==> src/rtl/anv_pkg.sv <==
// ---------------------------------------------------------------------------
// anv_pkg
// Shared types, constants and character-class helpers for the account name
// validator.
// ---------------------------------------------------------------------------
package anv_pkg;

    // Register indexes on the configuration port
    localparam logic CFG_MIN_LENGTH = 1'b0;
    localparam logic CFG_MAX_LENGTH = 1'b1;

    // Register reset values
    localparam logic [7:0] MIN_LENGTH_RESET = 8'd3;
    localparam logic [7:0] MAX_LENGTH_RESET = 8'd16;

    // Characters with special meaning
    localparam logic [7:0] CHAR_DOT    = 8'h2E;
    localparam logic [7:0] CHAR_HYPHEN = 8'h2D;

    // Segment length floor and total count ceiling
    localparam logic [1:0] SEG_MIN   = 2'd3;
    localparam logic [8:0] TOTAL_MAX = 9'd511;

    typedef enum logic [1:0] {
        VERDICT_VALID     = 2'd0,
        VERDICT_TOO_SHORT = 2'd1,
        VERDICT_TOO_LONG  = 2'd2,
        VERDICT_BAD_SEQ   = 2'd3
    } verdict_t;

    // One name byte moving into the checker
    typedef struct packed {
        logic       valid;
        logic [7:0] char_byte;
        logic       is_final;
    } char_step_t;

    // Checker status back to the top level
    typedef struct packed {
        logic name_idle;   // no bytes of a name collected
    } name_status_t;

    function automatic logic is_lower(input logic [7:0] c);
        return (c >= 8'h61) && (c <= 8'h7A);
    endfunction

    function automatic logic is_digit(input logic [7:0] c);
        return (c >= 8'h30) && (c <= 8'h39);
    endfunction

endpackage

==> src/rtl/anv_name_check.sv <==
// ---------------------------------------------------------------------------
// anv_name_check
// Per-name running state (counts and flags) and the verdict for the final
// byte of a name.
// ---------------------------------------------------------------------------
module anv_name_check
    import anv_pkg::*;
(
    input  logic         clk,
    input  logic         rst_n,
    input  char_step_t   step,
    input  logic [7:0]   min_length,
    input  logic [7:0]   max_length,
    output verdict_t     verdict,
    output name_status_t status
);

    logic [8:0] total_reg, total_next;
    logic [1:0] seg_reg, seg_next;
    logic       hyph_reg, hyph_next;
    logic       bad_reg, bad_next;

    logic [8:0] total_upd;
    logic [1:0] seg_upd;
    logic       hyph_upd;
    logic       bad_upd;
    logic       bad_final;
    logic [7:0] c;

    assign c = step.char_byte;

    // Byte step: class check and counter update
    always_comb
    begin
        total_upd = (total_reg < TOTAL_MAX) ? total_reg + 9'd1 : total_reg;
        seg_upd   = seg_reg;
        hyph_upd  = hyph_reg;
        bad_upd   = bad_reg;
        if (c == CHAR_DOT)
        begin
            if ((seg_reg < SEG_MIN) || hyph_reg)
                bad_upd = 1'b1;
            seg_upd  = 2'd0;
            hyph_upd = 1'b0;
        end
        else
        begin
            if (seg_reg == 2'd0)
            begin
                if (!is_lower(c))
                    bad_upd = 1'b1;
            end
            else if (!(is_lower(c) || is_digit(c) || (c == CHAR_HYPHEN)))
            begin
                bad_upd = 1'b1;
            end
            hyph_upd = (c == CHAR_HYPHEN);
            if (seg_reg < SEG_MIN)
                seg_upd = seg_reg + 2'd1;
        end
    end

    // Verdict: length checks first, then the segment rules
    assign bad_final = bad_upd || (seg_upd < SEG_MIN) || hyph_upd;

    always_comb
    begin
        priority if (total_upd < {1'b0, min_length})
            verdict = VERDICT_TOO_SHORT;
        else if (total_upd > {1'b0, max_length})
            verdict = VERDICT_TOO_LONG;
        else if (bad_final)
            verdict = VERDICT_BAD_SEQ;
        else
            verdict = VERDICT_VALID;
    end

    // Next state: clear after the final byte
    always_comb
    begin
        total_next = total_reg;
        seg_next   = seg_reg;
        hyph_next  = hyph_reg;
        bad_next   = bad_reg;
        if (step.valid)
        begin
            if (step.is_final)
            begin
                total_next = '0;
                seg_next   = '0;
                hyph_next  = 1'b0;
                bad_next   = 1'b0;
            end
            else
            begin
                total_next = total_upd;
                seg_next   = seg_upd;
                hyph_next  = hyph_upd;
                bad_next   = bad_upd;
            end
        end
    end

    always_ff @(posedge clk or negedge rst_n)
    begin
        if (!rst_n)
        begin
            total_reg <= '0;
            seg_reg   <= '0;
            hyph_reg  <= 1'b0;
            bad_reg   <= 1'b0;
        end
        else
        begin
            total_reg <= total_next;
            seg_reg   <= seg_next;
            hyph_reg  <= hyph_next;
            bad_reg   <= bad_next;
        end
    end

    assign status.name_idle = (total_reg == 9'd0);

endmodule

==> src/rtl/account_name_validator_top.sv <==
// ---------------------------------------------------------------------------
// account_name_validator_top
// Streams a name in one byte per word and returns one verdict word per name.
// ---------------------------------------------------------------------------
// Takes one name byte per clock cycle, back to back except while a final byte
// waits, and gives one verdict (valid, too short, too long, invalid sequence)
// per name. Each byte is taken into the input register, where the class check
// and counter update run, and the verdict of a final byte is then registered
// in the output register. Bytes without the final flag never wait on the
// output side. A final byte waits only while an earlier verdict is still held
// there by out_stall. The user must write min_length and max_length through
// the configuration port only while no name is in flight; the block itself
// does not enforce this.
module account_name_validator_top
    import anv_pkg::*;
(
    input  logic       clk,
    input  logic       rst_n,
    // Input channel
    input  logic       in_valid,
    output logic       in_stall,
    input  logic [7:0] char_byte,
    input  logic       is_final,
    // Output channel
    output logic       out_valid,
    input  logic       out_stall,
    output logic [1:0] verdict,
    // Configuration port
    input  logic       cfg_we,
    input  logic       cfg_index,
    input  logic [7:0] cfg_data
);

    logic       s1_valid_reg, s1_valid_next;
    logic [7:0] s1_char_reg;
    logic       s1_final_reg;
    logic       out_valid_reg, out_valid_next;
    verdict_t   verdict_reg;
    logic [7:0] min_length_reg;
    logic [7:0] max_length_reg;

    logic         in_accept;
    logic         out_accept;
    logic         out_free;
    logic         s1_advance;
    char_step_t   step;
    verdict_t     verdict_calc;
    name_status_t status;

    // Handshake
    assign out_accept = out_valid_reg && !out_stall;
    assign out_free   = !out_valid_reg || !out_stall;
    assign s1_advance = s1_valid_reg && (!s1_final_reg || out_free);
    assign in_stall   = s1_valid_reg && !s1_advance;
    assign in_accept  = in_valid && !in_stall;

    // Configuration registers
    always_ff @(posedge clk or negedge rst_n)
    begin
        if (!rst_n)
        begin
            min_length_reg <= MIN_LENGTH_RESET;
            max_length_reg <= MAX_LENGTH_RESET;
        end
        else if (cfg_we)
        begin
            unique case (cfg_index)
                CFG_MIN_LENGTH: min_length_reg <= cfg_data;
                CFG_MAX_LENGTH: max_length_reg <= cfg_data;
                default:        ;
            endcase
        end
    end

    // Input register
    always_comb
    begin
        s1_valid_next = s1_valid_reg;
        if (in_accept)
            s1_valid_next = 1'b1;
        else if (s1_advance)
            s1_valid_next = 1'b0;
    end

    always_ff @(posedge clk or negedge rst_n)
    begin
        if (!rst_n)
            s1_valid_reg <= 1'b0;
        else
            s1_valid_reg <= s1_valid_next;
    end

    always_ff @(posedge clk)
    begin
        if (in_accept)
        begin
            s1_char_reg  <= char_byte;
            s1_final_reg <= is_final;
        end
    end

    // Name checker
    assign step.valid     = s1_advance;
    assign step.char_byte = s1_char_reg;
    assign step.is_final  = s1_final_reg;

    anv_name_check u_name_check (
        .clk        (clk),
        .rst_n      (rst_n),
        .step       (step),
        .min_length (min_length_reg),
        .max_length (max_length_reg),
        .verdict    (verdict_calc),
        .status     (status)
    );

    // Result register
    always_comb
    begin
        out_valid_next = out_valid_reg;
        if (s1_advance && s1_final_reg)
            out_valid_next = 1'b1;
        else if (out_accept)
            out_valid_next = 1'b0;
    end

    always_ff @(posedge clk or negedge rst_n)
    begin
        if (!rst_n)
            out_valid_reg <= 1'b0;
        else
            out_valid_reg <= out_valid_next;
    end

    always_ff @(posedge clk)
    begin
        if (s1_advance && s1_final_reg)
            verdict_reg <= verdict_calc;
    end

    assign out_valid = out_valid_reg;
    assign verdict   = verdict_reg;

    // Checks
    a_out_from_final: assert property (@(posedge clk) disable iff (!rst_n)
        $rose(out_valid_reg) |-> $past(s1_valid_reg && s1_final_reg))
        else $error("verdict appeared without a final byte");

    a_clear_after_final: assert property (@(posedge clk) disable iff (!rst_n)
        (s1_advance && s1_final_reg) |=> status.name_idle)
        else $error("name state not cleared after verdict");

    a_stall_only_final: assert property (@(posedge clk) disable iff (!rst_n)
        in_stall |-> (s1_valid_reg && s1_final_reg && out_valid_reg))
        else $error("input stalled without a pending verdict");

    a_no_overwrite: assert property (@(posedge clk) disable iff (!rst_n)
        (out_valid_reg && out_stall) |=> $stable(verdict_reg))
        else $error("held verdict overwritten");

endmodule

==> config.mk <==
export PLATFORM = sky130hd
export DESIGN_NAME = account_name_validator_top
export DESIGN_NICKNAME = d
export VERILOG_FILES = /design/src/rtl/anv_pkg.sv /design/src/rtl/anv_name_check.sv /design/src/rtl/account_name_validator_top.sv
export SDC_FILE = /design/constraint.sdc
export NUM_CORES = 1
export LEC_CHECK = 0
export ABC_AREA = 1
export ABC_CLOCK_PERIOD_IN_PS = 6530
export BUFFER_PORTS_ARGS = -buffer_cell sky130_fd_sc_hd__clkbuf_2
export CAP_MARGIN = 20
export CORE_ASPECT_RATIO = 1.2
export CORE_MARGIN = 2
export CORE_UTILIZATION = 50
export CTS_BUF_LIST = sky130_fd_sc_hd__clkbuf_2
export CTS_CLUSTER_DIAMETER = 30
export DETAILED_ROUTE_END_ITERATION = 8
export GPL_TIMING_DRIVEN = 0
export HOLD_SLACK_MARGIN = 0.06
export PLACE_DENSITY = 0.7
export SLEW_MARGIN = 5
export SYNTH_ARGS = -nofsm -noshare
export SYNTH_HDL_FRONTEND = slang
export SYNTH_SLANG_ARGS = --single-unit
==> constraint.sdc <==
create_clock -name clk -period 6.53 [get_ports clk]
set_clock_uncertainty 0.1 [all_clocks]
set_input_delay 1.306 -clock clk [delete_from_list [all_inputs] [get_ports clk]]
set_output_delay 1.306 -clock clk [all_outputs]
set_load 0.01 [all_outputs]
Word-level counts from Yosys, hierarchy flattened --
Index checks and enable logic that the tools add are counted.
Word-level totals: flip-flop bits (word level) 42, bits in latches 0, bits in writable memories 0, bits in read-only memories 0, bits of input ports 23, word-level logic and storage cells 68, memories 0
Operators by class: add/sub/neg operators 2, $mul 0, divide/modulo/power cells 0, order comparisons 9, eq/ne operators 2, shifts and indexed selects 0, muxes and demuxes 19, bitwise operators 1, reductions and logical operators 24
Operators by type and width (count):
- $mux W9 | 2
- $eq A8 B6 Y1 const B | 2
- $mux W1 | 12
- $mux W2 | 5
- $add A9 B1 Y9 const B | 1
- $gt A9 B8 Y1 | 1
- $lt A9 B8 Y1 | 1
- $lt A9 B9 Y1 const B | 1
- $ge A8 B6 Y1 const B | 1
- $ge A8 B7 Y1 const B | 1
- $le A8 B6 Y1 const B | 1
- $le A8 B7 Y1 const B | 1
- $logic_and A1 B1 Y1 | 7
- $logic_or A1 B1 Y1 | 7
- $logic_not A1 Y1 | 5
- $lt A2 B2 Y1 const B | 2
- $reduce_and A2 Y1 | 2
- $reduce_bool A2 Y1 | 2
- $add A2 B1 Y2 const B | 1
- $logic_not A2 Y1 | 1
- $not A1 Y1 | 1

Depth between registers and ports, before layout --
Gate-level depths: netlist of run 1.
word-level depth 11, depth in mapped cells 20, gate-level depth less buffers 20

By module --
From an unflattened synthesis of run 1, not the netlist that was laid out.
Unflattened totals: cell total of the unflattened synthesis 294, area, all modules 2387.3 sq um
By module, submodules not included:
- anv_name_check | instances 1, cells each 208, area each 1345.0 sq um, sequential area each 325.3 sq um
- account_name_validator_top | instances 1, cells each 86, area each 1042.2 sq um, sequential area each 784.5 sq um

Least setup slack after synthesis of run 1 --
No wires, ideal clock.
kind input-to-output, start point input port out_stall, end point output port in_stall, arrival 1599 ps, slack 3525 ps, cell stages on the path 2, buffers on the path 0, cell sequence nand3_1 nor2_1
On the way: longest elaborated chain between the ends 6
Ends and longest elaborated chain:
- start, declared | RTL line account_name_validator_top.sv:26 | input logic out_stall,
- $logic_not A1 Y1 | RTL line account_name_validator_top.sv:52 | assign out_free = !out_valid_reg || !out_stall;
- $logic_or A1 B1 Y1 | RTL line account_name_validator_top.sv:52
- $logic_or A1 B1 Y1 | RTL line account_name_validator_top.sv:53 | assign s1_advance = s1_valid_reg && (!s1_final_reg || out_free);
- $logic_and A1 B1 Y1 | RTL line account_name_validator_top.sv:53
- $logic_not A1 Y1 | RTL line account_name_validator_top.sv:54 | assign in_stall = s1_valid_reg && !s1_advance;
- $logic_and A1 B1 Y1 | RTL line account_name_validator_top.sv:54
- end, declared | RTL line account_name_validator_top.sv:21 | output logic in_stall,
Every way passes these cells.

Worst setup path in the final report of run 1 --
Ends and elaborated chain as after synthesis.

==> impl_metrics.yaml, run 1 <==
sta:
  final-hold-violation-count: 0
  setup_viol: 0
  tightestPinTransition_ns: 0.776
  setup_tns_ns: 0
  period_minus_slack_ns: 3.21
  slew-limit-headroom_pct: 48.3
  slew_viol_final: 0
  fmax_mhz: 311
  grt_setup_unrepaired: "false"
  fin_crit_sh_pct: 49.2
  setup_ws_ns: 3.32
layout:
  layout-drive-gt1-share_pct: 14.5
  fillers: 445
  syn_to_final_growth_pct: 10.5
  largest_reg_flops: 9
  n_antenna_cell: 0
  nNetsFinal: 362
detailed_routing:
  wire_per_inst_um: 10.6
  vias_per_cell: 4.73
  dr.pass1.iters: 5
  drt_iter0_markers: 68
  wl_um: 4040
  route.detailed.drc: 0
  via_count: 1807
  detail-route-antenna-nets: 0
placed_design:
  dp_worst_setup_slack_ns: 3.32
  port_buffers: 26
  post-dp-hpwl_um: 3120
  gp_congestion: 0.830
worst_setup_path:
  slowest_delay_ns: 0.15
  cp_num_buf_inv: 2
  crit_type: "input port to output pin"
  critPathMaxFanout: 3
  r2r_slack_ns: 3.89
  rr_worst_depth: 17
  worst_ep_arrival_time_ns: 1.81
  critPathLaunchType: "input port"
  r2r-start: "u_name_check.total_reg[0]$_DFFE_PN0P_"
  end_kind: "output pin"
  reg2reg_to: "verdict[0]$_SDFFCE_PN1P_"
  crit_top_cell: "clkbuf_2"
  critPathRequiredTime_ns: 5.12
  slowest_stage: "nor2_1"
  crit_chain: "clkbuf_2 -> nand3_1 -> nor2_1 -> clkbuf_2"
  crit_family: "simple AND/OR/NAND/NOR gates"
synth:
  synth_area_leaders: "dfrtp_1 30%, edfxtp_1 14%, nand2_1 14%"
  ys_types: 23
  ys_seq_elements: 42
  synth_edf_count: 11
  netlist_area_sq_um: 2310
  syn-num-nets: 329
  synth_most_common_cell: "nand2_1"
  synth_async_sr_flop_share_pct: 73.8
  yosysWarnings: 0
  synth_common_cells: "86 x nand2_1, 54 x inv_1, 28 x dfrtp_1, 27 x o21ai_0, 25 x nor2_1"
  synth_cells: 290
  syn_avg_cell_area_sq_um: 7.98
  yosysTopAreaCell: "dfrtp_1"
  ys.flop_type: "dfrtp_1"
  synth-seq-area-share_pct: 48.0
  synth_top_area_share_pct: 30.3
floorplanning:
  die-height_um: 78.5
  rows: 27
  die_width_um: 66.1
  die_area_sq_um: 5190
  initial_core_util_pct: 51.1
  core_sq_um: 4530
  io_pins: 27
run:
  maxCapViolCount: 0
global_route:
  grt_antenna_before_repair: 0
  grt_max_degree: 32
  grt_pass1_vias: 1666
  grt_pass1_wl_um: 7070
  grtUsageTotal_pct: 17.6
  overflow: 0
clocking:
  cts_root_buffer: "clkbuf_2"
  clock_tree.buffer_depth: 2
  post_cts.repair.setup_buffers: 0
  postCtsHoldBufs: 0
  cts_buffers: 5
  cts.sinks: 42
  cts_tree: "built"
  path_clk_slew_ns: 0.20
  htreeDepth: 2
  cts_resized: 0
  clock_latency_ns: 0.40
hold_path:
  holdPathStages: 2
  min_path_type: "register to register"
  whs_endpoint: "min_length_reg[5]$_DFFE_PN0P_"
  holdCritStartpoint: "min_length_reg[5]$_DFFE_PN0P_"
power_and_ir_drop:
  ir_worst_vdd_uv: 133
  leakagePower_nw: 1.34
  p_per_area_nw_per_um2: 208
run_status:
  status: "complete, no violations"
worst reg2reg max path: cells and delay by family (launching register included):
kind	cells	cell delay, ns
compound gates	1	0.08
xor+xnor	1	0.17
fa+ha+maj	2	0.53
buf+inv	1	0.05
flops	1	0.46
simple gates	12	1.04
cell type report:
cell class | instances | area, sq um | area share [%]
flip-flops and latches | 42 | 1110 | 43.4
multi-input cells | 190 | 986 | 38.6
inverters | 56 | 210 | 8.22
repair buffers | 26 | 130 | 5.09
well taps | 58 | 72.6 | 2.84
clock buffers | 5 | 25.0 | 0.978
clock inverters | 3 | 16.3 | 0.636
plain buffers | 2 | 7.51 | 0.294
cell families (layout without fill, tap and decap cells):
group | after synthesis | count (layout) | synth area share (%)
compound gates | 40 | 40 | 9.09
xor+xnor | 4 | 4 | 1.51
fa+ha+maj | 16 | 16 | 8.65
buf+inv | 58 | 92 | 9.41
flops | 42 | 42 | 48.0
simple gates | 130 | 130 | 23.4
where the power goes:
group | total (W) | internal, W | switching [W]
Combinational | 0.000108 | 0.0000414 | 0.0000668
Sequential | 0.000311 | 0.000296 | 0.0000152
Clock | 0.000113 | 0.0000244 | 0.0000881
through the flow:
stage               total power [W]  hold slack [ns]  cell area [sq um]  utilization [%]  instances
floorplan                  0.000392            0.353               2310                -        290
global placement           0.000422            0.370               2520             55.6        374
detailed placement         0.000426            0.375               2520             55.6        374
CTS                        0.000537            0.419               2560             56.5        382
global route               0.000569            0.431               2560             56.5        382
finish                     0.000532            0.412               2560             56.5        382
worst max path at each step:
stage / slack [ns] / from / endpoint / cells after the start
after detailed placement: 3.32 / out_stall / in_stall / 4
after floorplan: 3.52 / out_stall / in_stall / 2
final: 3.32 / out_stall / in_stall / 4
after global routing: 3.28 / out_stall / in_stall / 4
after CTS: 3.32 / out_stall / in_stall / 4
after global placement: 3.33 / out_stall / in_stall / 4
metal layers:
metal | GRT usage, % | up-vias | part of all wire [%]
met5 | 0 | - | 0
met4 | 6.73 | 0 | 1.2
met3 | 3.44 | 4 | 3.3
met2 | 28.7 | 27 | 47
met1 | 23.0 | 804 | 48
li1 | - | 972 | -
cell usage in the layout (no fill, tap or decap), types with 2 or more instances in the layout:
cell type  count
nand2_1       86
inv_1         54
clkbuf_2      31
dfrtp_1       28
o21ai_0       27
nor2_1        25
ha_1          16
edfxtp_1      11
nand3_1        8
a21oi_1        6
xor2_1         4
o22ai_1        4
nand2_2        3
dfstp_2        3
nor2_4         2
nor2_2         2
inv_2          2
nor3_1         2
clkbuf_1       2
Note: power is estimated with default switching activity, not from simulation.
==> run 2: changes to the inputs <==
--- a/config.mk
+++ b/config.mk
@@ -6,7 +6,7 @@
 export NUM_CORES = 1
 export LEC_CHECK = 0
 export ABC_AREA = 1
-export ABC_CLOCK_PERIOD_IN_PS = 6530
+export ABC_CLOCK_PERIOD_IN_PS = 2700
 export BUFFER_PORTS_ARGS = -buffer_cell sky130_fd_sc_hd__clkbuf_2
 export CAP_MARGIN = 20
 export CORE_ASPECT_RATIO = 1.2
@@ -17,7 +17,7 @@
 export DETAILED_ROUTE_END_ITERATION = 8
 export GPL_TIMING_DRIVEN = 0
 export HOLD_SLACK_MARGIN = 0.06
-export PLACE_DENSITY = 0.7
+export PLACE_DENSITY = 0.73
 export SLEW_MARGIN = 5
 export SYNTH_ARGS = -nofsm -noshare
 export SYNTH_HDL_FRONTEND = slang
==> constraint.sdc (replaced) <==
create_clock -name clk -period 2.7 [get_ports clk]
set_clock_uncertainty 0.1 [all_clocks]
set_input_delay 0.54 -clock clk [delete_from_list [all_inputs] [get_ports clk]]
set_output_delay 0.54 -clock clk [all_outputs]
set_load 0.01 [all_outputs]
==> impl_metrics.yaml, run 2 (synthesis results as in run 1) <==
detailed_routing:
  wire_per_inst_um: 11.8
  detail-route-antenna-nets: 0
  via_count: 1903
  wl_um: 4620
  vias_per_cell: 4.85
  route.detailed.drc: 0
  dr.pass1.iters: 6
  drt_iter0_markers: 70
worst_setup_path:
  critPathLaunchType: "register"
  cp_num_buf_inv: 3
  end_kind: "register"
  slowest_delay_ns: 0.49
  critPathMaxFanout: 3
  reg2reg_to: "verdict[1]$_SDFFCE_PN0P_"
  crit_chain: "ha_4 -> inv_1 -> nor2_4 -> xor2_1 -> nand2_2 -> buf_4 -> ha_1 -> a21oi_1 -> o21a_1 -> nand2_1 -> nand2_1 -> nand2_1 -> nand2_1 -> nand2_1 -> nand2_1 -> inv_1"
  crit_top_cell: "nand2_1"
  worst_ep_arrival_time_ns: 2.73
  r2r_slack_ns: 0.06
  slowest_stage: "dfrtp_1"
  critPathRequiredTime_ns: 2.80
  crit_type: "register to register"
  r2r-start: "u_name_check.total_reg[0]$_DFFE_PN0P_"
  rr_worst_depth: 16
  crit_family: "simple AND/OR/NAND/NOR gates"
placed_design:
  gp_congestion: 0.814
  placed_area_sq_um: 2520
  port_buffers: 26
  post-dp-hpwl_um: 3230
  dp_worst_setup_slack_ns: 0.0782
global_route:
  grt_pass1_wl_um: 7690
  grt_antenna_before_repair: 0
  overflow: 0
  grt_max_degree: 32
  grtUsageTotal_pct: 18.9
  grt_pass1_vias: 1866
layout:
  final_common_cell: "nand2_1"
  stdcell_area_sq_um: 2730
  utilization_pct: 60.4
  syn_to_final_growth_pct: 18.2
  multi_input_area_sq_um: 1060
  fillers: 417
  largest_reg_flops: 9
  n_antenna_cell: 0
  final_cell_mix: "82 x nand2_1, 53 x inv_1, 32 x clkbuf_2, 28 x dfrtp_1, 27 x o21ai_0"
  layout-drive-gt1-share_pct: 21.3
  nNetsFinal: 372
  seq_area_sq_um: 1110
clocking:
  htreeDepth: 2
  clock_tree.buffer_depth: 2
  cts.sinks: 42
  path_clk_slew_ns: 0.22
  clock_latency_ns: 0.41
  cts_buffers: 5
  cts_tree: "built"
  cts_root_buffer: "clkbuf_2"
floorplanning:
  core_sq_um: 4530
  initial_core_util_pct: 51.1
  die_width_um: 66.1
  die-height_um: 78.5
  io_pins: 27
  die_area_sq_um: 5190
  rows: 27
hold_path:
  min_path_type: "input port to asynchronous set/reset pin"
power_and_ir_drop:
  ir_worst_vdd_uv: 313
  p_per_area_nw_per_um2: 521
  leakagePower_nw: 1.40
  power_w: 0.00142
sta:
  final-hold-violation-count: 0
  setup_ws_ns: 0.0614
  slew-limit-headroom_pct: 47.6
  setup_viol: 0
  holdWs_ns: 0.0586
  slew_viol_final: 0
  fin_crit_sh_pct: 97.7
  fmax_mhz: 379
  tightestPinTransition_ns: 0.786
  period_minus_slack_ns: 2.64
run_status:
  status: "complete, no violations"
run:
  maxCapViolCount: 0
-- run 2: cell types whose count changed in the layout (fill, tap and decap cells not counted), sizes merged --
cell,before,now
buf,0,10
bufinv,0,1
clkinvlp,1,0
clkinv,2,1
clkbuf,33,34
-- run 2: metrics by stage --
| step | setup TNS [ns] | instances |
|---|---|---|
| finish | 0 | 392 |
| global route | -0.116 | 392 |
| CTS | 0 | 382 |
| detailed placement | 0 | 374 |
| global placement | 0 | 374 |
| floorplan | 0 | 290 |
-- run 2: worst max-delay path by stage --
stage                                          start                  endpoint  cells after the start
2_1_floorplan  u_name_check.total_reg[0]$_DFFE_PN0P_  verdict[0]$_SDFFCE_PN1P_                     17
3_3_place_gp   u_name_check.total_reg[0]$_DFFE_PN0P_  verdict[0]$_SDFFCE_PN1P_                     17
3_5_place_dp   u_name_check.total_reg[0]$_DFFE_PN0P_  verdict[0]$_SDFFCE_PN1P_                     17
4_1_cts        u_name_check.total_reg[0]$_DFFE_PN0P_  verdict[0]$_SDFFCE_PN1P_                     17
5_1_grt        u_name_check.total_reg[0]$_DFFE_PN0P_  verdict[1]$_SDFFCE_PN0P_                     16
6_report       u_name_check.total_reg[0]$_DFFE_PN0P_  verdict[1]$_SDFFCE_PN0P_                     16
-- run 2: worst reg2reg max path, cell delays in order (launching register included) --
cell     delay, ns
dfrtp_1       0.49
ha_4          0.18
inv_1         0.07
nor2_4        0.15
xor2_1        0.20
nand2_2       0.12
buf_4         0.15
ha_1          0.29
a21oi_1       0.14
o21a_1        0.13
nand2_1       0.08
nand2_1       0.06
nand2_1       0.05
nand2_1       0.06
nand2_1       0.06
nand2_1       0.06
inv_1         0.03
-- run 2: what timing repair did --
| action | 4_1_cts | 5_1_grt |
|---|---|---|
| resized for setup | 0 | 17 |
| setup endpoints to repair | 0 | 2 |
| buffers inserted | 0 | 10 |
| hold buffers | 0 | 0 |
-- run 2: final cells by class --
class / count / area share, %
repair buffers: 36 / 7.51
clock inverters: 2 / 1.24
well taps: 58 / 2.65
clock buffers: 6 / 1.10
plain buffers: 2 / 0.275
flip-flops and latches: 42 / 40.6
inverters: 56 / 7.69
multi-input cells: 190 / 38.9
-- run 2: where the power goes --
group	switching [W]	total, W	internal (W)	leakage (nW)
sequential	0.0000415	0.000758	0.000716	0.495
clock	0.000207	0.000365	0.000158	0.0406
combinational	0.000183	0.000301	0.000118	0.868
total	0.000432	0.00142	0.000992	1.40
-- run 2: layer usage --
layer / track usage, % / routed length, um / vias to the layer above
met5: 0 / 0 / -
met4: 9.59 / 127 / 0
met3: 3.44 / 121 / 10
met2: 31.9 / 2300 / 34
met1: 22.7 / 2070 / 869
li1: - / - / 990
==> run 3: changes to the inputs <==
--- a/config.mk
+++ b/config.mk
@@ -18,6 +18,7 @@
 export GPL_TIMING_DRIVEN = 0
 export HOLD_SLACK_MARGIN = 0.06
 export PLACE_DENSITY = 0.73
+export RECOVER_POWER = 100
 export SLEW_MARGIN = 5
 export SYNTH_ARGS = -nofsm -noshare
 export SYNTH_HDL_FRONTEND = slang
==> impl_metrics.yaml, run 3 (synthesis results as in run 1) <==
power_and_ir_drop:
  power_frac_seq_pct: 53.2
  p_sw_w: 0.000435
  intPower_w: 0.000991
  clkPwrFrac_pct: 25.8
  pwr-share-comb_pct: 21.0
  ir_worst_vdd_uv: 313
  power_w: 0.00143
  p_per_area_nw_per_um2: 524
  p_sw_share_pct: 30.5
  leakagePower_nw: 1.39
floorplanning:
  die-height_um: 78.5
  die_width_um: 66.1
  rows: 27
  io_pins: 27
  initial_core_util_pct: 51.1
  core_sq_um: 4530
  die_area_sq_um: 5190
clocking:
  cts_buffers: 5
  postCtsHoldBufs: 0
  cts_tree: "built"
  clock_tree.buffer_depth: 2
  cts_root_buffer: "clkbuf_2"
  cts.sinks: 42
  path_clk_slew_ns: 0.23
  clock_latency_ns: 0.42
  htreeDepth: 2
placed_design:
  dp_cells: 374
  port_buffers: 26
  post-dp-hpwl_um: 3230
  gp_congestion: 0.814
  dp_worst_setup_slack_ns: 0.0782
  placed_area_sq_um: 2520
sta:
  setup_ws_ns: 0.0554
  slew_viol_final: 32
  fmax_mhz: 378
  setup_viol: 0
  final-hold-violation-count: 0
  period_minus_slack_ns: 2.64
  fin_crit_sh_pct: 97.9
  slew-limit-headroom_pct: -11.8
  tightestPinTransition_ns: 1.68
run:
  maxCapViolCount: 1
detailed_routing:
  vias_per_cell: 4.86
  via_count: 1904
  drt_iter0_markers: 72
  wire_per_inst_um: 11.8
  route.detailed.drc: 0
  wl_um: 4620
  dr.pass1.iters: 6
  detail-route-antenna-nets: 0
worst_setup_path:
  critPathMaxFanout: 3
  worst_ep_arrival_time_ns: 2.75
  crit_type: "register to register"
  critPathRequiredTime_ns: 2.80
  critPathLaunchType: "register"
  end_kind: "register"
run_status:
  status: "complete, but fails checks"
  violations: "max-capacitance violations, max-slew violations"
global_route:
  grt_pass1_wl_um: 7690
  grt_antenna_before_repair: 0
  grtUsageTotal_pct: 18.9
  grt_max_degree: 32
  overflow: 0
  grt_pass1_vias: 1866
hold_path:
  min_path_type: "input port to register"
layout:
  stdcell_area_sq_um: 2720
  layout-drive-gt1-share_pct: 18.9
  final_cell_mix: "82 x nand2_1, 53 x inv_1, 28 x dfrtp_1, 27 x o21ai_0, 26 x clkbuf_2"
  fillers: 418
  final_cell_count_no_fill: 392
  largest_reg_flops: 9
  n_antenna_cell: 0
  syn_to_final_growth_pct: 17.5
  nNetsFinal: 372
  final_common_cell: "nand2_1"
-- run 3: changes by cell type in the layout (fill, tap and decap cells not counted) --
cell and change:
clkbuf_1 +6, nor2_1 +1, clkbuf_2 -6, nor3_2 -1
nor3_1 +1, nor2_2 -1
-- run 3: final cells by class --
type	instances	area, sq um	area share (%)
clock buffers	6	30.0	1.10
plain buffers	2	7.51	0.276
multi-input cells	190	1060	38.9
flip-flops and latches	42	1110	40.8
well taps	58	72.6	2.67
inverters	56	210	7.73
clock inverters	2	33.8	1.24
repair buffers	36	198	7.27
-- run 3: metal layers --
| metal | up-vias | global-route usage (%) | share of wire [%] |
|---|---|---|---|
| met5 | - | 0 | 0 |
| met4 | 0 | 9.59 | 2.8 |
| met3 | 10 | 3.44 | 2.8 |
| met2 | 37 | 31.9 | 50 |
| met1 | 866 | 22.7 | 45 |
| li1 | 991 | - | - |
-- run 3: critical path, stage by stage (launching register included) --
cell and delay [ns]:
dfrtp_1 0.49, ha_4 0.18, inv_1 0.07, nor2_4 0.15, xor2_1 0.21, nand2_2 0.12, buf_4 0.15, ha_1 0.29
a21oi_1 0.14, o21a_1 0.13, nand2_1 0.08, nand2_1 0.06, nand2_1 0.05, nand2_1 0.06, nand2_1 0.06, nand2_1 0.06
inv_1 0.03
-- run 3: through the flow --
step | TNS (ns) | hold WS, ns | util, %
global route | -0.116 | 0.158 | 60.1
floorplan | 0 | 0.144 | -
CTS | 0 | 0.0983 | 57.0
global placement | 0 | 0.367 | 55.6
detailed placement | 0 | 0.373 | 55.6
finish | 0 | 0.189 | 60.1
-- run 3: power groups by stage --
stage	logic (W)	clock network, W	registers, W
finish	0.000300	0.000368	0.000758
global route	0.000348	0.000393	0.000767
CTS	0.000270	0.000373	0.000755
detailed placement	0.000267	0	0.000767
global placement	0.000257	0	0.000765
floorplan	0.000190	0	0.000758
-- run 3: repair_timing --
item,4_1_cts,5_1_grt
setup endpoints to repair,0,2
hold endpoints to repair,0,0
buffers inserted,0,10
gates resized for setup,0,17
-- run 3: final timing paths --
kind                                                        from                                     to  slack [ns]  depth (start not counted)
max in group asynchronous                                  rst_n          min_length_reg[7]$_DFFE_PN0P_        1.11                          1
max                        u_name_check.total_reg[0]$_DFFE_PN0P_               verdict[1]$_SDFFCE_PN0P_        0.06                         16
min reg2reg                        min_length_reg[1]$_DFFE_PN1P_          min_length_reg[1]$_DFFE_PN1P_        0.41                          2
max reg2reg                u_name_check.total_reg[0]$_DFFE_PN0P_               verdict[1]$_SDFFCE_PN0P_        0.06                         16
min                                                 char_byte[2]               s1_char_reg[2]$_DFFE_PP_        0.19                          1
min in group asynchronous                                  rst_n  u_name_check.total_reg[1]$_DFFE_PN0P_        0.41                          1
